### config.mk
export PLATFORM = sky130hd
export DESIGN_NAME = scpc_out
export DESIGN_NICKNAME = d
export VERILOG_FILES = /design/src/sv/scpc_pkg.sv /design/src/sv/scpc_out.sv
export SDC_FILE = /design/constraint.sdc
export NUM_CORES = 1
export LEC_CHECK = 0
export ABC_AREA = 1
export BUFFER_PORTS_ARGS = -buffer_cell sky130_fd_sc_hd__clkbuf_2
export CAP_MARGIN = 20
export CELL_PAD_IN_SITES_DETAIL_PLACEMENT = 0
export CELL_PAD_IN_SITES_GLOBAL_PLACEMENT = 1
export CORE_MARGIN = 1.5
export CORE_UTILIZATION = 28
export CTS_CLUSTER_DIAMETER = 60
export DETAILED_ROUTE_END_ITERATION = 8
export PLACE_DENSITY = 0.81
export SLEW_MARGIN = 0
export SYNTH_ARGS = -nofsm -noshare
export SYNTH_HDL_FRONTEND = slang
export SYNTH_SLANG_ARGS = --single-unit
export TNS_END_PERCENT = 50
### constraint.sdc
create_clock -name clock -period 1.8 [get_ports clock]
set_clock_uncertainty 0.1 [all_clocks]
set_input_delay 0.27 -clock clock [delete_from_list [all_inputs] [get_ports clock]]
set_output_delay 0.27 -clock clock [all_outputs]
set_load 0.05 [all_outputs]
### src/sv/scpc_pkg.sv
`timescale 1ns / 1ps
`default_nettype none

package scpc_pkg;

   localparam int CORDIC_STAGES = 16;
   localparam int RANGE_BITS    = 16;

   localparam int ATAN_LEN  = 24;
   localparam int NUM_CELLS = (CORDIC_STAGES < ATAN_LEN) ? CORDIC_STAGES : ATAN_LEN;
   localparam int IDX_W     = $clog2(ATAN_LEN);

   // the input field is 16 bits, so the clipped range never needs more
   localparam int RANGE_W = (RANGE_BITS < 16) ? RANGE_BITS : 16;
   localparam logic [15:0] RANGE_MAX = 16'((32'd1 << RANGE_W) - 32'd1);

   // range with 16 fraction bits plus room for gain and overshoot
   localparam int VEC_W  = RANGE_W + 19;
   localparam int ANG_W  = 32;
   localparam int GAIN_W = 30;
   localparam logic [GAIN_W-1:0] GAIN_Q30 = 30'd652032874;

   localparam int OUT_W = 17;
   localparam logic signed [31:0] OUT_LIMIT = 32'sd65535;

   localparam int CSR_ADDR_W = 2;
   localparam int CSR_DATA_W = 16;

   typedef enum logic [CSR_ADDR_W-1:0] {
      CSR_DECIMATION  = 2'd0,
      CSR_MIN_DIST    = 2'd1,
      CSR_START_ANGLE = 2'd2,
      CSR_ANGLE_STEP  = 2'd3
   } csr_index_type;

   typedef struct packed {
      logic signed [VEC_W-1:0] x;
      logic signed [VEC_W-1:0] y;
      logic signed [ANG_W-1:0] z;
      logic                    point_valid;
      logic                    scan_end;
   } cell_data_type;

   // arctangent of 2^-i, 32 bits per full turn
   function automatic logic [ANG_W-1:0] atan_entry(input logic [IDX_W-1:0] idx);
      logic [ANG_W-1:0] val;
      case (idx)
         5'd0:    val = 32'd536870912;
         5'd1:    val = 32'd316933406;
         5'd2:    val = 32'd167458907;
         5'd3:    val = 32'd85004756;
         5'd4:    val = 32'd42667331;
         5'd5:    val = 32'd21354465;
         5'd6:    val = 32'd10679838;
         5'd7:    val = 32'd5340245;
         5'd8:    val = 32'd2670163;
         5'd9:    val = 32'd1335087;
         5'd10:   val = 32'd667544;
         5'd11:   val = 32'd333772;
         5'd12:   val = 32'd166886;
         5'd13:   val = 32'd83443;
         5'd14:   val = 32'd41722;
         5'd15:   val = 32'd20861;
         5'd16:   val = 32'd10430;
         5'd17:   val = 32'd5215;
         5'd18:   val = 32'd2608;
         5'd19:   val = 32'd1304;
         5'd20:   val = 32'd652;
         5'd21:   val = 32'd326;
         5'd22:   val = 32'd163;
         5'd23:   val = 32'd81;
         default: val = '0;
      endcase
      return val;
   endfunction

endpackage

`default_nettype wire

### src/sv/scpc_out.sv
`timescale 1ns / 1ps
`default_nettype none

module scpc_out (
   input  wire                               clock,
   input  wire                               reset,
   input  wire                               in_valid,
   output logic                              in_ready,
   input  scpc_pkg::cell_data_type           in_data,
   output logic                              out_valid,
   input  wire                               out_ready,
   output logic signed [scpc_pkg::OUT_W-1:0] out_x,
   output logic signed [scpc_pkg::OUT_W-1:0] out_y,
   output logic                              out_point,
   output logic                              out_end
);
   import scpc_pkg::*;

   logic                    valid_ff, valid_in;
   logic signed [OUT_W-1:0] x_ff, x_in;
   logic signed [OUT_W-1:0] y_ff, y_in;
   logic                    point_ff, point_in;
   logic                    end_ff, end_in;

   logic signed [VEC_W:0] x_rnd, y_rnd;
   logic signed [31:0]    x_int, y_int;
   logic signed [31:0]    x_sat, y_sat;

   assign in_ready  = !valid_ff || out_ready;
   assign out_valid = valid_ff;
   assign out_x     = x_ff;
   assign out_y     = y_ff;
   assign out_point = point_ff;
   assign out_end   = end_ff;

   always_comb begin
      // round half up, then drop the 16 fraction bits
      x_rnd = {in_data.x[VEC_W-1], in_data.x} + (VEC_W+1)'(32768);
      y_rnd = {in_data.y[VEC_W-1], in_data.y} + (VEC_W+1)'(32768);
      x_int = {{(32-(VEC_W-15)){x_rnd[VEC_W]}}, x_rnd[VEC_W:16]};
      y_int = {{(32-(VEC_W-15)){y_rnd[VEC_W]}}, y_rnd[VEC_W:16]};

      x_sat = x_int;
      if (x_int > OUT_LIMIT) x_sat = OUT_LIMIT;
      if (x_int < -OUT_LIMIT) x_sat = -OUT_LIMIT;
      y_sat = y_int;
      if (y_int > OUT_LIMIT) y_sat = OUT_LIMIT;
      if (y_int < -OUT_LIMIT) y_sat = -OUT_LIMIT;

      valid_in = valid_ff;
      x_in     = x_ff;
      y_in     = y_ff;
      point_in = point_ff;
      end_in   = end_ff;
      if (in_ready) begin
         valid_in = in_valid;
         x_in     = in_data.point_valid ? x_sat[OUT_W-1:0] : '0;
         y_in     = in_data.point_valid ? y_sat[OUT_W-1:0] : '0;
         point_in = in_data.point_valid;
         end_in   = in_data.scan_end;
      end
   end

   always_ff @(posedge clock) begin
      if (reset) begin
         valid_ff <= 1'b0;
      end else begin
         valid_ff <= valid_in;
      end
   end

   always_ff @(posedge clock) begin
      x_ff     <= x_in;
      y_ff     <= y_in;
      point_ff <= point_in;
      end_ff   <= end_in;
   end

endmodule

`default_nettype wire

==> impl_summary.log <==
[metrics] Final Hold Vio Count: 0
[metrics] post-place instance area: 4303 um^2
[metrics] Rel. slew slack: 76.20%
[metrics] buffering stage count on the worst path with inverters included: 3
[metrics] syn_nets: between 500 and 600
[metrics] via count of the first global-routing pass: roughly 3000
[metrics] number of antenna violations at the first check in global routing: 0
[metrics] Synthesis Warnings: 0
[metrics] outcome: finished, violations left
[metrics] number of diodes: 0
[metrics] number of cells produced by synthesis: slightly above 400
[metrics] GRT overflow: 0
[metrics] class of the most critical hold timing path: input port to flip-flop
[metrics] global routing usage summed across all routing layers: about 17%
[metrics] Final period util: 104.1%
[metrics] WL/cell: ~12 um
[metrics] number of unique standard cell types used by synthesis: 25
[metrics] Worst-Margin Slew: between 0.3 and 0.4 ns
[metrics] type of the worst setup path: input port to flip-flop
[metrics] endpoint kind of the worst setup timing path: flip-flop
[metrics] CP top delay family: simple AND/OR/NAND/NOR gates
[metrics] total core area: 9729 um^2
[metrics] maximum fanout count along the critical path: 8
[metrics] dominant cell by count in the synthesized netlist: nand2_1
[metrics] per-instance average area after synthesis: ~6.8 um^2
[metrics] area growth from synthesis to layout: 76.09%
[metrics] Clock Root Buffer: clkbuf_8
[metrics] post-synth top area cell: edfxtp_1
[metrics] CTS sink cnt: 37
[metrics] smallest setup slack after layout: -0.07459 ns
[metrics] area of all placed cells without fillers: 4931 um^2
[metrics] Remaining DRCs: 0
[metrics] I/O pins: approximately 150
[metrics] main area contributors after synthesis: edfxtp_1 39%, nand2_1 18%, nor2_1 12%
[metrics] routed via count: between 3000 and 4000
[metrics] areal power density over the cells: 534.3 nW/um^2
[metrics] first-pass GRT wire length: 13690 um
[metrics] share of the yosys chip area belonging to registers: between 30% and 40%
[metrics] Worst EP required: 1.75 ns
[metrics] vertical die dimension: about 100 um
[metrics] failing checks: setup timing
[metrics] stage delay of the slowest cell on the critical path: approximately 0.16 ns
[metrics] cell area after technology mapping: roughly 2800 um^2
[metrics] Die W: 103.0 um
[metrics] slowest library cell on the worst path: ha_4
[metrics] fraction of final layout cells sized beyond drive strength 1: between 50% and 60%
[metrics] leakage power summed over all cells: 2.392 nW
[metrics] Final Max Slew Viols: 0
[metrics] Std-Cell Rows: 36
[metrics] number of maximum-capacitance violations: 0
[metrics] H-tree levels: 2
[metrics] latest clock arrival within the worst-skew pair: just under 0.3 ns
[metrics] RD Place Congestion: between 0.8 and 0.9
[metrics] Starting DRT DRC Count: 94
[metrics] Worst VDD drop: approximately 280 uV
[metrics] total wire length: around 9000 um
[metrics] detailed-routing iteration count for the pre-antenna-repair pass: 4
[metrics] kind of start point of the critical path: input port
[metrics] post-route antenna net violation count: 0
[metrics] critical-path cell list: buf_8, ha_4, nand2_4, nor2_4, buf_6, buf_6, nand3_2, nand2_2, nor2_1, nand3_1, nor2_1, nand3_1, nand2_2, nand2_4, nand2_8, nor2_2
[metrics] starting utilization of the core area: 28.78%
[metrics] number of buffers added to fix hold violations after cts: 0
[metrics] total of buffers placed on input and output ports: 83
[metrics] Post-layout nets: 730
[metrics] pin count of the biggest net entering global routing: 38
[metrics] Yosys top cell area share: approximately two fifths
[metrics] number of vias per cell: 4.405
[metrics] Inst Count DP: 737
[metrics] half-perimeter wire length after detailed placement: slightly above 7000 um
[metrics] number of enable flip-flop cells after synthesis: 36
[metrics] Finish-stage setup viols: 15
[metrics] area of the die: 10610 um^2
[metrics] unrepaired setup endpoints after global routing: true
[metrics] largest buffer count on any clock path: 2
[metrics] clock tree from TritonCTS: built
[metrics] achievable frequency: between 500 and 600 MHz
[metrics] minimum clock period after layout: ~1.9 ns
[metrics] Top FF cell, synth: edfxtp_1
[metrics] clock-pin slew on the worst setup and hold paths: around 0.06 ns
[metrics] top cells by count, synth: 133 x nand2_1, 86 x nor2_1, 43 x inv_1, 36 x edfxtp_1, 28 x nand3_1
[metrics] Non-Filler Instances: ~750
[metrics] synthesis-stage register bit count: 37
[metrics] data arrival at the endpoint of the critical path: 1.82 ns
[metrics] FFs w/ async S/R, synth: 0%
[metrics] total clock buffers created by CTS: 5
## through the flow
| stage | power (W) | hold slack, ns | setup WS (ns) | TNS [ns] | utilization (%) |
|---|---|---|---|---|---|
| 2_1_floorplan | 0.001577 | 0.2391 | -0.03712 | -0.6837 | - |
| 3_3_place_gp | 0.001941 | 0.3303 | -0.3430 | -10.18 | 44.23 |
| 3_5_place_dp | 0.001949 | 0.3277 | -0.4107 | -11.89 | 44.23 |
| 4_1_cts | 0.002553 | 0.01504 | -0.002426 | -0.003662 | 45.73 |
| 5_1_grt | 0.002771 | 0.008337 | -0.1189 | -2.328 | 50.68 |
| 6_report | 0.002635 | 0.02548 | -0.07459 | -0.6718 | 50.68 |
## worst register-to-register path, cell delays in order, from the launching register on
cell and delay, ns:
dfxtp_1 0.33, nand2_4 0.09, buf_12 0.22
## flip-flops by register name (all words and copies together) (netlist names)
| name | count |
|---|---|
| out_end | 1 |
| out_valid | 1 |
| out_x | 17 |
| out_point | 1 |
| out_y | 17 |
## where the power goes
part	switching (W)	internal, W	total [W]
Sequential	0.0000221	0.00103	0.00105
Combinational	0.000637	0.000358	0.000996
Clock	0.000317	0.000272	0.000589
## layout make-up
| cell class | count | area, um^2 |
|---|---|---|
| inverters | 45 | 176.4 |
| fillers | 933 | 4798 |
| repair buffers | 205 | 1444 |
| well taps | 133 | 166.4 |
| multi-input cells | 326 | 1962 |
| flip-flops and latches | 37 | 1101 |
| clock buffers | 7 | 76.32 |
| clock inverters | 1 | 5.005 |
## cell families (layout without fill, tap and decap cells)
family / count (synthesis) / count (layout) / synth area share, %
and+or+nand+nor: 289 / 290 / 45.31
buffers and inverters: 49 / 258 / 7.507
DFF: 37 / 37 / 39.32
AOI/OAI and AO/OA: 33 / 33 / 6.658
adders and majority gates: 2 / 2 / 0.8935
xor gates and xnor gates: 1 / 1 / 0.3128
## worst paths after layout
| check | start | end | slack (ns) | cells after the start |
|---|---|---|---|---|
| setup / recovery | in_data[84] | out_x[15]$_SDFFCE_PP0P_ | -0.07 | 16 |
| hold / removal | reset | out_valid$_SDFFE_PP0P_ | 0.03 | 2 |
| setup reg to reg | out_valid$_SDFFE_PP0P_ | out_x[12]$_SDFFCE_PP0P_ | 0.75 | 2 |
| hold reg to reg | out_valid$_SDFFE_PP0P_ | out_valid$_SDFFE_PP0P_ | 0.66 | 3 |
## metal layers
layer / routed length (um) / vias up / global-route usage [%]
li1: - / 1743 / -
met2: 4397 / 75 / 28.80
met4: 139 / 0 / 5.405
met5: 0 / - / 0
met3: 331 / 8 / 2.169
met1: 4177 / 1495 / 21.48
## repair_timing
| action | in CTS | in global routing |
|---|---|---|
| pin swaps | 4 | 41 |
| setup buffers | 1 | 6 |
| gates cloned | 0 | 2 |
| endpoints found under the setup margin | 31 | 32 |
| gates resized for setup | 13 | 123 |
## layout by cell type, fill, tap and decap left out, types with 7 or more instances in the layout
| cell | Yosys | final |
|---|---|---|
| a21oi_2 | 1 | 10 |
| nor2_2 | 8 | 33 |
| nand2_2 | 8 | 24 |
| nand3_1 | 28 | 20 |
| buf_4 | 1 | 113 |
| nand4_1 | 9 | 9 |
| inv_1 | 43 | 37 |
| a21oi_1 | 24 | 10 |
| edfxtp_1 | 36 | 36 |
| nand3_2 | 1 | 7 |
| clkbuf_2 | 0 | 77 |
| nor2_1 | 86 | 47 |
| nand2_1 | 133 | 111 |
| nor2_4 | 5 | 19 |
| nand2_4 | 2 | 7 |
| buf_6 | 3 | 8 |
No activity file was read; power rests on OpenSTA's default activity.
