[config.mk]
export PLATFORM = sky130hd
export DESIGN_NAME = scpc_front
export DESIGN_NICKNAME = d
export VERILOG_FILES = /design/src/sv/scpc_pkg.sv /design/src/sv/scpc_front.sv
export SDC_FILE = /design/constraint.sdc
export NUM_CORES = 1
export LEC_CHECK = 0
export ABC_AREA = 0
export ABC_CLOCK_PERIOD_IN_PS = 6500
export BUFFER_PORTS_ARGS = -buffer_cell sky130_fd_sc_hd__buf_2
export CAP_MARGIN = 20
export CORE_ASPECT_RATIO = 1.5
export CORE_UTILIZATION = 45
export CTS_CLUSTER_DIAMETER = 100
export DETAILED_ROUTE_END_ITERATION = 8
export MAX_ROUTING_LAYER = met4
export PLACE_DENSITY = 0.63
export SLEW_MARGIN = 20
export SYNTH_ARGS = -nofsm -noshare
export SYNTH_HDL_FRONTEND = slang
export SYNTH_SLANG_ARGS = --single-unit
[constraint.sdc]
create_clock -name clock -period 6.5 [get_ports clock]
set_input_delay 1.3 -clock clock [delete_from_list [all_inputs] [get_ports clock]]
set_output_delay 1.3 -clock clock [all_outputs]
set_load 0.02 [all_outputs]
[src/sv/scpc_pkg.sv]
`timescale 1ns / 1ps
`default_nettype none

package scpc_pkg;

   localparam int CORDIC_STAGES = 16;
   localparam int RANGE_BITS    = 16;

   localparam int ATAN_LEN  = 24;
   localparam int NUM_CELLS = (CORDIC_STAGES < ATAN_LEN) ? CORDIC_STAGES : ATAN_LEN;
   localparam int IDX_W     = $clog2(ATAN_LEN);

   // the input field is 16 bits, so the clipped range never needs more
   localparam int RANGE_W = (RANGE_BITS < 16) ? RANGE_BITS : 16;
   localparam logic [15:0] RANGE_MAX = 16'((32'd1 << RANGE_W) - 32'd1);

   // range with 16 fraction bits plus room for gain and overshoot
   localparam int VEC_W  = RANGE_W + 19;
   localparam int ANG_W  = 32;
   localparam int GAIN_W = 30;
   localparam logic [GAIN_W-1:0] GAIN_Q30 = 30'd652032874;

   localparam int OUT_W = 17;
   localparam logic signed [31:0] OUT_LIMIT = 32'sd65535;

   localparam int CSR_ADDR_W = 2;
   localparam int CSR_DATA_W = 16;

   typedef enum logic [CSR_ADDR_W-1:0] {
      CSR_DECIMATION  = 2'd0,
      CSR_MIN_DIST    = 2'd1,
      CSR_START_ANGLE = 2'd2,
      CSR_ANGLE_STEP  = 2'd3
   } csr_index_type;

   typedef struct packed {
      logic signed [VEC_W-1:0] x;
      logic signed [VEC_W-1:0] y;
      logic signed [ANG_W-1:0] z;
      logic                    point_valid;
      logic                    scan_end;
   } cell_data_type;

   // arctangent of 2^-i, 32 bits per full turn
   function automatic logic [ANG_W-1:0] atan_entry(input logic [IDX_W-1:0] idx);
      logic [ANG_W-1:0] val;
      case (idx)
         5'd0:    val = 32'd536870912;
         5'd1:    val = 32'd316933406;
         5'd2:    val = 32'd167458907;
         5'd3:    val = 32'd85004756;
         5'd4:    val = 32'd42667331;
         5'd5:    val = 32'd21354465;
         5'd6:    val = 32'd10679838;
         5'd7:    val = 32'd5340245;
         5'd8:    val = 32'd2670163;
         5'd9:    val = 32'd1335087;
         5'd10:   val = 32'd667544;
         5'd11:   val = 32'd333772;
         5'd12:   val = 32'd166886;
         5'd13:   val = 32'd83443;
         5'd14:   val = 32'd41722;
         5'd15:   val = 32'd20861;
         5'd16:   val = 32'd10430;
         5'd17:   val = 32'd5215;
         5'd18:   val = 32'd2608;
         5'd19:   val = 32'd1304;
         5'd20:   val = 32'd652;
         5'd21:   val = 32'd326;
         5'd22:   val = 32'd163;
         5'd23:   val = 32'd81;
         default: val = '0;
      endcase
      return val;
   endfunction

endpackage

`default_nettype wire

[src/sv/scpc_front.sv]
`timescale 1ns / 1ps
`default_nettype none

module scpc_front (
   input  wire                              clock,
   input  wire                              reset,
   input  wire                              csr_we,
   input  wire [scpc_pkg::CSR_ADDR_W-1:0]   csr_addr,
   input  wire [scpc_pkg::CSR_DATA_W-1:0]   csr_wdata,
   input  wire                              in_valid,
   output logic                             in_ready,
   input  wire [15:0]                       in_range,
   input  wire                              in_last,
   output logic                             out_valid,
   input  wire                              out_ready,
   output scpc_pkg::cell_data_type          out_data
);
   import scpc_pkg::*;

   logic [7:0]  decimation_ff;
   logic [15:0] min_dist_ff;
   logic [15:0] start_angle_ff;
   logic [15:0] angle_step_ff;

   logic [15:0] angle_accum_ff, angle_accum_in;
   logic [7:0]  skip_count_ff, skip_count_in;
   logic        scan_begin_ff, scan_begin_in;

   // stage a: decimation and threshold decided, range clipped
   logic               a_valid_ff, a_valid_in;
   logic [RANGE_W-1:0] a_range_ff, a_range_in;
   logic [15:0]        a_angle_ff, a_angle_in;
   logic               a_point_ff, a_point_in;
   logic               a_end_ff, a_end_in;
   logic               a_ready;

   // stage b: gain applied, vector folded into the right half plane
   logic               b_valid_ff, b_valid_in;
   cell_data_type      b_data_ff, b_data_in;
   logic               b_ready;

   logic [7:0]  step_nz;
   logic [15:0] cur_angle;
   logic [7:0]  cur_cnt;
   logic [8:0]  cnt_next;
   logic        keep;
   logic        accept;

   logic [RANGE_W+GAIN_W-1:0] prod;
   logic signed [VEC_W-1:0]   x_start;
   logic [ANG_W-1:0]          z_start;

   assign b_ready   = !b_valid_ff || out_ready;
   assign a_ready   = !a_valid_ff || b_ready;
   assign in_ready  = a_ready;
   assign accept    = in_valid && in_ready;
   assign out_valid = b_valid_ff;
   assign out_data  = b_data_ff;

   always_comb begin
      step_nz   = (decimation_ff == 8'd0) ? 8'd1 : decimation_ff;
      cur_angle = scan_begin_ff ? start_angle_ff : angle_accum_ff;
      cur_cnt   = scan_begin_ff ? 8'd0 : skip_count_ff;
      cnt_next  = {1'b0, cur_cnt} + 9'd1;
      keep      = (cur_cnt == 8'd0) && (in_range > min_dist_ff);

      angle_accum_in = angle_accum_ff;
      skip_count_in  = skip_count_ff;
      scan_begin_in  = scan_begin_ff;
      if (accept) begin
         angle_accum_in = cur_angle + angle_step_ff;
         skip_count_in  = (cnt_next >= {1'b0, step_nz}) ? 8'd0 : cnt_next[7:0];
         scan_begin_in  = in_last;
      end

      a_valid_in = a_valid_ff;
      a_range_in = a_range_ff;
      a_angle_in = a_angle_ff;
      a_point_in = a_point_ff;
      a_end_in   = a_end_ff;
      if (a_ready) begin
         // samples that give neither a point nor a scan end are dropped here
         a_valid_in = accept && (keep || in_last);
         if (!keep) begin
            a_range_in = '0;
         end else if (in_range > RANGE_MAX) begin
            a_range_in = RANGE_MAX[RANGE_W-1:0];
         end else begin
            a_range_in = in_range[RANGE_W-1:0];
         end
         a_angle_in = cur_angle;
         a_point_in = keep;
         a_end_in   = in_last;
      end
   end

   always_comb begin
      prod    = {{GAIN_W{1'b0}}, a_range_ff} * {{RANGE_W{1'b0}}, GAIN_Q30};
      x_start = $signed({3'b000, prod[RANGE_W+GAIN_W-1:14]});
      z_start = {a_angle_ff, 16'h0000};
      // second and third quadrant: negate vector and turn by half a turn
      if (a_angle_ff[15] != a_angle_ff[14]) begin
         x_start = -x_start;
         z_start[ANG_W-1] = ~z_start[ANG_W-1];
      end

      b_valid_in = b_valid_ff;
      b_data_in  = b_data_ff;
      if (b_ready) begin
         b_valid_in            = a_valid_ff;
         b_data_in.x           = x_start;
         b_data_in.y           = '0;
         b_data_in.z           = $signed(z_start);
         b_data_in.point_valid = a_point_ff;
         b_data_in.scan_end    = a_end_ff;
      end
   end

   always_ff @(posedge clock) begin
      if (reset) begin
         decimation_ff  <= 8'd3;
         min_dist_ff    <= 16'd250;
         start_angle_ff <= 16'd0;
         angle_step_ff  <= 16'd64;
         angle_accum_ff <= '0;
         skip_count_ff  <= '0;
         scan_begin_ff  <= 1'b1;
         a_valid_ff     <= 1'b0;
         b_valid_ff     <= 1'b0;
      end else begin
         if (csr_we) begin
            unique case (csr_addr)
               CSR_DECIMATION:  decimation_ff  <= csr_wdata[7:0];
               CSR_MIN_DIST:    min_dist_ff    <= csr_wdata;
               CSR_START_ANGLE: start_angle_ff <= csr_wdata;
               CSR_ANGLE_STEP:  angle_step_ff  <= csr_wdata;
               default: ;
            endcase
         end
         angle_accum_ff <= angle_accum_in;
         skip_count_ff  <= skip_count_in;
         scan_begin_ff  <= scan_begin_in;
         a_valid_ff     <= a_valid_in;
         b_valid_ff     <= b_valid_in;
      end
   end

   always_ff @(posedge clock) begin
      a_range_ff <= a_range_in;
      a_angle_ff <= a_angle_in;
      a_point_ff <= a_point_in;
      a_end_ff   <= a_end_in;
      b_data_ff  <= b_data_in;
   end

endmodule

`default_nettype wire

==> metrics.txt <==
Seq/Total Area, Yosys 0.2569; Hold Slack 0.4212 ns; register-to-register setup slack -0.16 ns; Highest Clock Rate 0.1501 GHz; RSZ-0062 raised after global routing yes; # H-tree levels 4; # fillers 3171; Worst Path Arrival 6.88 ns; Final nets 2490; crit path kind reg -> reg; post-DP HPWL 39220 µm; ys async rst share 0; slowest stage delay, CP 0.55 ns; # setup viols final 15; vias in the first global route 13703; Primary FF master, synth edfxtp_1; Num CTS Buffers 17; Setup crit start a_range_ff[4]; Sum Neg Setup Slack -1.675 ns; Max clock buf depth 2; synth unique cells 83; Die ar. 37760 µm²; ant diodes 0; Hold Crit Class reg -> reg; total track usage 0.2680; clock transition at the registers of the reported paths 0.09 ns; Die Height 237.5 µm; post-DR vias/cell 5.018; critical path's top delay family adder cells; most frequent cell on the critical path fa_1; violated checks negative setup slack; max-cap violations 0; initial antenna violation count 0; R2R Path Start a_range_ff[4]; clock latency on the worst-skew pair 0.46 ns; Reg-to-Reg End out_data[97]; Buf/Inv on CP 6; Horiz. Die Dim 159.0 µm; Root Buffer clkbuf_16; largest net degree at the start of global routing 54; WHS Endpoint out_data[29]; Worst-Margin Slew 1.249 ns; Worst Path Max Fanout 7; Routed WL 47530 µm; critical-path cell list buf_6 -> fa_1 -> inv_2 -> fa_1 -> inv_2 -> fa_1 -> fa_1 -> fa_1 -> inv_1 -> fa_1 -> inv_2 -> ha_4 -> buf_6 -> nand2_4 -> or4_4 -> a211oi_4 -> or2_4 -> xnor2_2 -> o21ai_2 -> nand4bb_1 -> and3b_2 -> and4_4 -> a21oi_1 -> xor2_1; FF+latch count, synth 170; CORE AREA 36160 µm²; Min-Delay Startpoint a_angle_ff[11]; number of cell rows 85; Avg Inst Size Synth 9.689 µm²; number of synthesized flops with an enable pin 87; I/O Buffers 94; Yosys warnings 0; outcome finished, violations left; Crit. End Element flip-flop; Worst Hold Path Cells 0; Crit-path slowest cell fa_1; Pre-antenna DRT Iters 4; placed cells 2487; total clock sinks 170; Area growth, synth to finish 27.50%; non-filler cells, final 2568; Max-slew headroom 0.1648; Antenna Nets Post-Route 0; mapped cell area 16640 µm²; fin crit share 1.025; mean routed wirelength per cell 18.51 µm; clock skew 0.01028 ns; Worst Setup Start Kind flip-flop; Place WS -0.5114 ns; Final Max Slew Viols 0; io pins 146; Starting DRT DRC Count 357; final worst slack -0.1627 ns; # DRC 0; fraction of layout cells with a size suffix above 1 0.2904; worst endpoint required time 6.72 ns; GRT overflow 0; Worst Reg2Reg Path Length in Cells 24; Post-Syn Instances 1717; Final GP Congestion 1.007; Hold Vio Cnt, Final 0; Vias 12886; Tmin final 6.663 ns; Initial Util 0.4601; CTS tree built; first-pass GRT wire length 73920 µm
cell usage in the layout (no fill, tap or decap), types with 27 or more instances in the layout:
master / count
nand2_1: 136
buf_2: 94
edfxtp_1: 87
ha_1: 174
nor2_1: 82
inv_1: 283
buf_4: 277
conb_1: 51
xor2_1: 35
ha_4: 27
fa_1: 157
dfxtp_1: 83
a21oi_1: 99
xnor2_1: 41
what timing repair did:
action,CTS,global route
buffers inserted,31,20
pin swaps,77,46
resized for setup,118,48
endpoints found under the hold margin,0,0
hold buffers,0,0
endpoints found under the setup margin,27,26
worst max path at each step:
| stage | end | slack (ns) | cells after the start |
|---|---|---|---|
| after detailed placement | out_data[97] | -0.51 | 23 |
| after floorplan | out_data[98] | -0.07 | 25 |
| after global routing | out_data[99] | -0.40 | 24 |
| final | out_data[97] | -0.16 | 24 |
| after global placement | out_data[97] | -0.49 | 23 |
| after CTS | out_data[101] | -0.18 | 23 |
synth_stat cells (24+ instances only):
cell type	number	area share
nor2_1	87	0.020
xor2_1	39	0.021
nand2_1	145	0.033
a21o_1	26	0.012
clkbuf_1	31	0.0070
edfxtp_1	87	0.16
o21ai_0	36	0.011
ha_1	206	0.15
xnor2_1	47	0.025
inv_1	303	0.068
dfxtp_1	83	0.10
a21oi_1	112	0.034
fa_1	167	0.20
buf_4	54	0.024
and2_1	24	0.0090
sequential cells by signal, indices dropped and copies added, names as in the netlist:
name            count
a_angle_ff         16
a_range_ff         16
scan_begin_ff       1
decimation_ff       8
min_dist_ff        16
a_end_ff            1
start_angle_ff     16
angle_step_ff      16
out_data           53
a_point_ff          1
a_valid_ff          1
angle_accum_ff     16
out_valid           1
skip_count_ff       8
cell families (layout without fill, tap and decap cells):
family,Yosys count,in the layout,share of synthesized area
buffers and inverters,397,720,0.1030
AND/OR/NAND/NOR,386,386,0.1139
adder cells (fa/ha/maj),373,373,0.3559
AO/OA/AOI/OAI,287,287,0.1135
flip-flops,170,170,0.2569
XOR/XNOR,86,86,0.04528
multiplexers,17,17,0.01136
other,1,51,0.0002254
layer usage:
layer,share of wire,global-route usage
met2,0.57,0.5182
met5,0,-
met1,0.35,0.2541
met3,0.023,0.02931
met4,0.060,0.1536
per-stage QoR:
step | utilization | cell area, µm²
after floorplan | - | 17060
after global placement | 0.5366 | 19400
after detailed placement | 0.5370 | 19420
after CTS | 0.5768 | 20860
after global routing | 0.5866 | 21210
final | 0.5866 | 21210
worst reg2reg max path: stages, from the launching register on:
cell	delay, ns
edfxtp_1	0.43
buf_6	0.14
fa_1	0.55
inv_2	0.06
fa_1	0.49
inv_2	0.04
fa_1	0.49
fa_1	0.43
fa_1	0.49
inv_1	0.05
fa_1	0.50
inv_2	0.05
ha_4	0.30
buf_6	0.11
nand2_4	0.04
or4_4	0.49
a211oi_4	0.26
or2_4	0.18
xnor2_2	0.13
o21ai_2	0.10
nand4bb_1	0.21
and3b_2	0.32
and4_4	0.29
a21oi_1	0.09
xor2_1	0.20
layout make-up:
class | count | area (µm²) | area share
well taps | 478 | 598.1 | 0.02820
multi-input cells | 1200 | 11820 | 0.5574
clock buffers | 17 | 425.4 | 0.02006
inverters | 303 | 1137 | 0.05362
repair buffers | 385 | 2734 | 0.1289
clock inverters | 15 | 219.0 | 0.01032
flip-flops and latches | 170 | 4274 | 0.2015
Power is not shown: default switching activity piles up to over one toggle a cycle in this logic, so the estimate is an artifact.
