==> config.mk <==
export PLATFORM = sky130hd
export DESIGN_NAME = scpc_cell
export DESIGN_NICKNAME = d
export VERILOG_FILES = /design/src/sv/scpc_pkg.sv /design/src/sv/scpc_cell.sv
export SDC_FILE = /design/constraint.sdc
export NUM_CORES = 1
export LEC_CHECK = 0
export BUFFER_PORTS_ARGS = -buffer_cell sky130_fd_sc_hd__buf_2
export CELL_PAD_IN_SITES_DETAIL_PLACEMENT = 1
export CELL_PAD_IN_SITES_GLOBAL_PLACEMENT = 2
export CORE_MARGIN = 1.5
export CORE_UTILIZATION = 37
export CTS_CLUSTER_DIAMETER = 100
export DETAILED_ROUTE_END_ITERATION = 12
export PLACE_DENSITY = 0.89
export RECOVER_POWER = 50
export SYNTH_ARGS = -nofsm -noshare
export SYNTH_HDL_FRONTEND = slang
export SYNTH_SLANG_ARGS = --single-unit
==> constraint.sdc <==
create_clock -name clock -period 7.6 [get_ports clock]
set_input_delay 1.52 -clock clock [delete_from_list [all_inputs] [get_ports clock]]
set_output_delay 1.52 -clock clock [all_outputs]
set_load 0.02 [all_outputs]
==> src/sv/scpc_pkg.sv <==
`timescale 1ns / 1ps
`default_nettype none

package scpc_pkg;

   localparam int CORDIC_STAGES = 16;
   localparam int RANGE_BITS    = 16;

   localparam int ATAN_LEN  = 24;
   localparam int NUM_CELLS = (CORDIC_STAGES < ATAN_LEN) ? CORDIC_STAGES : ATAN_LEN;
   localparam int IDX_W     = $clog2(ATAN_LEN);

   // the input field is 16 bits, so the clipped range never needs more
   localparam int RANGE_W = (RANGE_BITS < 16) ? RANGE_BITS : 16;
   localparam logic [15:0] RANGE_MAX = 16'((32'd1 << RANGE_W) - 32'd1);

   // range with 16 fraction bits plus room for gain and overshoot
   localparam int VEC_W  = RANGE_W + 19;
   localparam int ANG_W  = 32;
   localparam int GAIN_W = 30;
   localparam logic [GAIN_W-1:0] GAIN_Q30 = 30'd652032874;

   localparam int OUT_W = 17;
   localparam logic signed [31:0] OUT_LIMIT = 32'sd65535;

   localparam int CSR_ADDR_W = 2;
   localparam int CSR_DATA_W = 16;

   typedef enum logic [CSR_ADDR_W-1:0] {
      CSR_DECIMATION  = 2'd0,
      CSR_MIN_DIST    = 2'd1,
      CSR_START_ANGLE = 2'd2,
      CSR_ANGLE_STEP  = 2'd3
   } csr_index_type;

   typedef struct packed {
      logic signed [VEC_W-1:0] x;
      logic signed [VEC_W-1:0] y;
      logic signed [ANG_W-1:0] z;
      logic                    point_valid;
      logic                    scan_end;
   } cell_data_type;

   // arctangent of 2^-i, 32 bits per full turn
   function automatic logic [ANG_W-1:0] atan_entry(input logic [IDX_W-1:0] idx);
      logic [ANG_W-1:0] val;
      case (idx)
         5'd0:    val = 32'd536870912;
         5'd1:    val = 32'd316933406;
         5'd2:    val = 32'd167458907;
         5'd3:    val = 32'd85004756;
         5'd4:    val = 32'd42667331;
         5'd5:    val = 32'd21354465;
         5'd6:    val = 32'd10679838;
         5'd7:    val = 32'd5340245;
         5'd8:    val = 32'd2670163;
         5'd9:    val = 32'd1335087;
         5'd10:   val = 32'd667544;
         5'd11:   val = 32'd333772;
         5'd12:   val = 32'd166886;
         5'd13:   val = 32'd83443;
         5'd14:   val = 32'd41722;
         5'd15:   val = 32'd20861;
         5'd16:   val = 32'd10430;
         5'd17:   val = 32'd5215;
         5'd18:   val = 32'd2608;
         5'd19:   val = 32'd1304;
         5'd20:   val = 32'd652;
         5'd21:   val = 32'd326;
         5'd22:   val = 32'd163;
         5'd23:   val = 32'd81;
         default: val = '0;
      endcase
      return val;
   endfunction

endpackage

`default_nettype wire

==> src/sv/scpc_cell.sv <==
`timescale 1ns / 1ps
`default_nettype none

module scpc_cell (
   input  wire                            clock,
   input  wire                            reset,
   input  wire [scpc_pkg::IDX_W-1:0]      stage_idx,
   input  wire                            in_valid,
   output logic                           in_ready,
   input  scpc_pkg::cell_data_type        in_data,
   output logic                           out_valid,
   input  wire                            out_ready,
   output scpc_pkg::cell_data_type        out_data
);
   import scpc_pkg::*;

   logic          valid_ff, valid_in;
   cell_data_type data_ff, data_in;

   logic signed [VEC_W-1:0] x_sh;
   logic signed [VEC_W-1:0] y_sh;
   logic [ANG_W-1:0]        atan_val;

   assign in_ready  = !valid_ff || out_ready;
   assign out_valid = valid_ff;
   assign out_data  = data_ff;

   always_comb begin
      x_sh     = in_data.x >>> stage_idx;
      y_sh     = in_data.y >>> stage_idx;
      atan_val = atan_entry(stage_idx);

      valid_in = valid_ff;
      data_in  = data_ff;
      if (in_ready) begin
         valid_in = in_valid;
         data_in  = in_data;
         // rotate toward zero residual angle
         if (!in_data.z[ANG_W-1]) begin
            data_in.x = in_data.x - y_sh;
            data_in.y = in_data.y + x_sh;
            data_in.z = in_data.z - $signed(atan_val);
         end else begin
            data_in.x = in_data.x + y_sh;
            data_in.y = in_data.y - x_sh;
            data_in.z = in_data.z + $signed(atan_val);
         end
      end
   end

   always_ff @(posedge clock) begin
      if (reset) begin
         valid_ff <= 1'b0;
      end else begin
         valid_ff <= valid_in;
      end
   end

   always_ff @(posedge clock) begin
      data_ff <= data_in;
   end

endmodule

`default_nettype wire

==> flow_metrics.tcl, run 1 <==
set metrics [dict create \
    status "finished with violations" \
    violations "max-capacitance violations, max-slew violations" \
    gp_congestion 0.983 \
    vias 16959 \
    crit_arrival_ns 7.39 \
    post-route-drc-count 0 \
    critPathKind "in2reg" \
    die_area_um2 45100 \
    cts_buffers 9 \
    coreArea_um2 43200 \
    cts_sinks 105 \
    ys_types 92 \
    pwr-share-comb 0.614 \
    path_cells "clkbuf_8 -> buf_4 -> mux2_2 -> mux4_2 -> mux2i_1 -> a21o_1 -> ha_1 -> and4_1 -> buf_4 -> and2_1 -> a21oi_1 -> xnor2_1 -> ha_1 -> nand3_1 -> nor2_1 -> nand3_1 -> o2111ai_1 -> a21o_1 -> a41o_1 -> nor4_1 -> o41ai_1 -> xor2_1" \
    crit_slowest_cell "mux4_2" \
    rsz0062_at_grt "false" \
    hold_viol_final 0 \
    netlist_area_um2 16200 \
    placed_cell_area_um2 18800 \
    maxSlewHeadroom -0.692 \
    dp_cells 2699 \
    slew_violations 44 \
    overflow 0 \
    fin_crit_ns 7.25 \
    layout_common_cells "a21oi_1, buf_4, nor2_1" \
    cap_viol_max_count 1 \
    area_delta_synth_final_pct 17.0 \
    yosys_warnings 0 \
    design_area_um2 19000 \
    ir_drop_v 0.000119 \
    cts_tree "built" \
    grt_usage 0.319 \
    dp_hpwl_um 58200 \
    final_common_cell "a21oi_1" \
    p_seq_frac 0.262 \
    avgSynthCellArea_um2 8.80 \
    row_count 76 \
    drtAntennaViolNets 0 \
    first_pass_iters 8 \
    p_sw_mw 1.77 \
    leakage_nw 7.76 \
    cp-end-kind "register" \
    synthCells 1841 \
    worstPathRequired_ns 7.74 \
    synth_fp_nets 2065 \
    clockBufferDepth 2 \
    ios 219 \
    switching_share 0.466 \
    min_period_over_period 0.954 \
    antenna_found_initial 4 \
    intPower_mw 2.03 \
    tns_ns 0 \
    synth-seq-cells 105 \
    wl_per_cell_um 26.7 \
    synthArstFlopShare 0 \
    clkLatencyLatePin_ns 0.41 \
    drtIter0Drc 1386 \
    yosys.area.top_type_share 0.193 \
    pwr-share-clk 0.124 \
    worstHoldPathType "reg2reg" \
    die_h_um 212 \
    finalNetCount 2349 \
    max_clock_freq_mhz 138 \
    setup_viol 0 \
    yosys.area.top_type "edfxtp_1" \
    port_buffers 218 \
    start_kind "primary input" \
    fp.dieW_um 212 \
    critical_path_peak_fanout 48 \
    ys_seq_area_frac 0.194 \
    h-tree-depth 3 \
    post_cts_buffers 0 \
    p_per_area_nw_per_um2 201 \
    grt_max_degree 70 \
    max_stage_delay_ns 0.52 \
    drive_gt1_frac 0.207 \
    fin_cells 2717 \
    drt-vias-per-instance 6.24 \
    cts_root_buf "clkbuf_16" \
    synth-main-ff-cell "edfxtp_1" \
    floorplan.initialDensity 0.375 \
    yosys-top-cells-area "edfxtp_1, mux4_2, ha_1, xnor2_1, a21oi_1" \
    worst_setup_hold_path_clk_slew_ns 0.08 \
    clock_skew_ns 0.00841 \
    routed_wl_um 72400 \
    worst_pin_slew_ns 2.54 \
    total_power_mw 3.80 \
    grt_pass1_wl_um 107000 \
    synth_edf_count 104 \
    grt_pass1_vias 17114 \
]
## cells by family (layout without fill, tap and decap cells)
group / count (synthesis) / after routing / synth area share
AO/OA/AOI/OAI: 574 / 574 / 0.237
XOR/XNOR: 180 / 180 / 0.0973
adder cells (fa/ha/maj): 111 / 111 / 0.0871
buffers and inverters: 153 / 442 / 0.0439
flip-flops: 105 / 105 / 0.194
multiplexers: 195 / 195 / 0.183
other: 0 / 2 / 0
AND/OR/NAND/NOR: 523 / 523 / 0.158
## state kept, by name, indices dropped and copies added, names as in the netlist
register	count
out_data	104
out_valid	1
## synth_stat cells, types with 7 or more instances
cell / number
a211o_1: 10
a211oi_1: 31
a21boi_0: 8
a21o_1: 55
a21oi_1: 159
a221o_1: 7
a221oi_1: 8
a22oi_1: 16
a31oi_1: 41
a32oi_1: 7
and2_1: 23
and3_1: 19
buf_1: 17
buf_2: 35
buf_6: 8
clkbuf_1: 37
edfxtp_1: 104
ha_1: 108
inv_1: 47
mux2_2: 53
mux2i_1: 65
mux4_2: 71
nand2_1: 138
nand2b_1: 23
nand3_1: 40
nand4_1: 14
nor2_1: 145
nor2b_1: 25
nor3_1: 32
nor3b_1: 11
nor4_1: 12
o211ai_1: 17
o21a_1: 12
o21ai_0: 77
o21bai_1: 17
o221ai_1: 11
o22ai_1: 19
o31ai_1: 10
or2_2: 11
or3_1: 9
xnor2_1: 111
xor2_1: 69
## critical path: cells and delay by family
kind,cells,cell delay [ns]
adders and majority gates,2,0.62
muxes,3,1.47
xor gates and xnor gates,2,0.31
buffers and inverters,3,0.81
AOI/OAI and AO/OA,6,1.46
and+or+nand+nor,6,1.15
## final timing paths
path	from	end	slack, ns	cells past startpoint
max	stage_idx[0]	out_data[103]	0.35	22
max reg2reg	out_valid	out_data[100]	3.04	3
min reg2reg	out_valid	out_data[90]	1.07	1
min	out_valid	out_data[90]	1.07	1
## per-stage QoR
step | hold slack [ns] | worst slack [ns] | util
4_1_cts | 0.738 | 0.392 | 0.442
2_1_floorplan | 1.59 | 0.494 | -
5_1_grt | 1.15 | 0.0132 | 0.439
3_5_place_dp | 0.728 | -0.0304 | 0.436
3_3_place_gp | 0.717 | 0.0761 | 0.436
6_report | 1.07 | 0.353 | 0.439
## power by group through the flow
| stage | registers (mW) | logic, mW | clock network (mW) |
|---|---|---|---|
| after global routing | 1.02 | 2.51 | 0.498 |
| after detailed placement | 1.00 | 2.36 | 0 |
| after global placement | 0.994 | 2.32 | 0 |
| after floorplan | 1.31 | 1.23 | 0 |
| after CTS | 0.992 | 2.38 | 0.486 |
| final | 0.995 | 2.33 | 0.471 |
## per-layer routing
| metal | wire length [µm] | share of wire | global-route usage | vias up |
|---|---|---|---|---|
| li1 | - | - | - | 7652 |
| met1 | 30800 | 0.43 | 0.412 | 8428 |
| met2 | 32400 | 0.45 | 0.505 | 715 |
| met3 | 6070 | 0.084 | 0.0749 | 164 |
| met4 | 3200 | 0.044 | 0.141 | 0 |
| met5 | 0 | 0 | 0 | - |
## layout make-up
type                       count  area [µm²]
fill                        5204       24200
multi-input combinational   1583       12400
sequential                   105        3140
timing repair buffer         377        2260
tap                          585         732
clock buffer                  10         229
inverter                      49         184
clock inverter                 6        42.5
antenna                        2        5.00
## timing repair
action / CTS / global route
resized for setup: 0 / 1
hold buffers: 0 / 0
endpoints found under the setup margin: 0 / 1
No activity file was read; power rests on OpenSTA's default activity.
==> inputs of run 2 (changes only) <==
==> constraint.sdc (replaced) <==
create_clock -name clock -period 7.6 [get_ports clock]
set_input_delay 1.14 -clock clock [delete_from_list [all_inputs] [get_ports clock]]
set_output_delay 1.14 -clock clock [all_outputs]
set_load 0.02 [all_outputs]
==> run 2 against run 1 <==
Against the previous run: the run still ends with max-capacitance violations, max-slew violations left; via count down 1.4%; utilization down 1.4 points; highest routed layer unchanged; first-iteration DRC count up 18%; largest cell class unchanged; hold slack worse by 0.19 ns; cell area down 3.1%; register-to-register slack better by 1.4 ns; largest power group unchanged.
==> flow_metrics.tcl, run 2 (synthesized netlist as in run 1, its figures left out) <==
set metrics [dict create \
    grt_usage 0.313 \
    vias 16727 \
    rr_worst_depth 2 \
    r2r-end "out_data[74]" \
    cp-end-kind "register" \
    floorplan.initialDensity 0.375 \
    post_cts_buffers 0 \
    routed_wl_um 70500 \
    clkLatencyLatePin_ns 0.40 \
    slew_violations 36 \
    tns_ns 0 \
    port_buffers 218 \
    die_area_um2 45100 \
    die_h_um 212 \
    violations "max-capacitance violations, max-slew violations" \
    cp-endpoint "out_data[100]" \
    cts_tree "built" \
    critical_path_peak_fanout 53 \
    fin_crit_ns 7.06 \
    cts_root_buf "clkbuf_16" \
    critPathTopFamily "compound AO/OA/AOI/OAI gates" \
    maxSlewHeadroom -0.271 \
    final_common_cell "a21oi_1" \
    post-route-drc-count 0 \
    worst_setup_hold_path_clk_slew_ns 0.08 \
    setup_viol 0 \
    grt_max_degree 59 \
    r2r-start "out_valid" \
    coreArea_um2 43200 \
    crit_arrival_ns 7.22 \
    worst_pin_slew_ns 1.91 \
    critPathLaunch "stage_idx[0]" \
    path_cells "buf_6 -> buf_12 -> mux4_1 -> a22oi_1 -> o2111a_1 -> nor4b_1 -> and2_1 -> and3_1 -> a21oi_1 -> xor2_1 -> ha_1 -> nand4_1 -> nor4_1 -> a211oi_1 -> o31ai_1 -> a31oi_1 -> o21ai_0 -> a31oi_1 -> or2_2 -> xnor2_1" \
    cp.depth 20 \
    clockBufferDepth 2 \
    layout_common_cells "a21oi_1, nor2_1, nand2_1" \
    drt-vias-per-instance 6.33 \
    placed_cell_area_um2 18200 \
    max_stage_delay_ns 0.65 \
    leakage_nw 7.39 \
    drtAntennaViolNets 0 \
    max_clock_freq_mhz 142 \
    crit_top_cell "a31oi_1" \
    drive_gt1_frac 0.180 \
    cts_sinks 105 \
    area_delta_synth_final_pct 13.3 \
    status "finished with violations" \
    h-tree-depth 3 \
    rsz0062_at_grt "false" \
    finalNetCount 2277 \
    ios 219 \
    ir_drop_v 0.000105 \
    cts_buffers 9 \
    largest_reg_flops 104 \
    overflow 0 \
    r2r_slack_ns 4.41 \
    first_pass_iters 6 \
    grt_pass1_wl_um 106000 \
    wl_per_cell_um 26.7 \
    dp_hpwl_um 56600 \
    antennaDiodeCount 0 \
    drtIter0Drc 1636 \
    start_kind "primary input" \
    cap_viol_max_count 1 \
    grt_pass1_vias 17070 \
    fp.dieW_um 212 \
    critPathKind "in2reg" \
    gp_congestion 1.02 \
    worstPathRequired_ns 7.76 \
    antenna_found_initial 1 \
    worstHoldPathType "in2reg" \
    crit_slowest_cell "mux4_1" \
    crit_buf_inv 2 \
    design_area_um2 18400 \
    p_per_area_nw_per_um2 203 \
    hold_viol_final 0 \
    min_period_over_period 0.929 \
    row_count 76 \
    clock_skew_ns 0.00543 \
]
-- run 2: power breakdown --
| part | leakage (nW) | internal (mW) | switching [mW] |
|---|---|---|---|
| combinational | 6.17 | 0.810 | 1.44 |
| sequential | 1.08 | 0.935 | 0.0621 |
| clock | 0.134 | 0.224 | 0.250 |
-- run 2: area by class of cell --
cell class	count	area, µm²
tap	585	732
timing repair buffer	305	1670
sequential	105	3140
clock buffer	10	229
fill	5217	24800
multi-input combinational	1583	12400
clock inverter	6	43.8
inverter	49	184
-- run 2: stage by stage --
stage / instances / hold WS (ns) / setup slack, ns / util / total power, mW
floorplan: 1841 / 1.21 / 0.874 / - / 2.54
global placement: 2627 / 0.882 / 0.229 / 0.422 / 3.23
detailed placement: 2627 / 0.907 / 0.174 / 0.422 / 3.29
CTS: 2643 / 0.867 / 0.574 / 0.429 / 3.78
global route: 2643 / 0.886 / 0.0301 / 0.425 / 3.96
finish: 2643 / 0.885 / 0.538 / 0.425 / 3.72
-- run 2: timing repair --
action                     4_1_cts  5_1_grt
resized for setup                0        1
setup endpoints to repair        0        2
hold buffers                     0        0
-- run 2: worst min-delay path by stage --
stage | end | slack, ns | from | cells past startpoint
floorplan | out_valid | 1.21 | reset | 1
global placement | out_data[51] | 0.88 | out_valid | 1
detailed placement | out_data[51] | 0.91 | out_valid | 1
CTS | out_valid | 0.87 | reset | 2
global route | out_valid | 0.89 | reset | 2
finish | out_valid | 0.88 | reset | 2
-- run 2: metal layers --
metal,vias up,part of all wire,track usage
li1,7499,-,-
met1,8301,0.43,0.423
met2,777,0.44,0.487
met3,150,0.077,0.0548
met4,0,0.045,0.140
met5,-,0,0
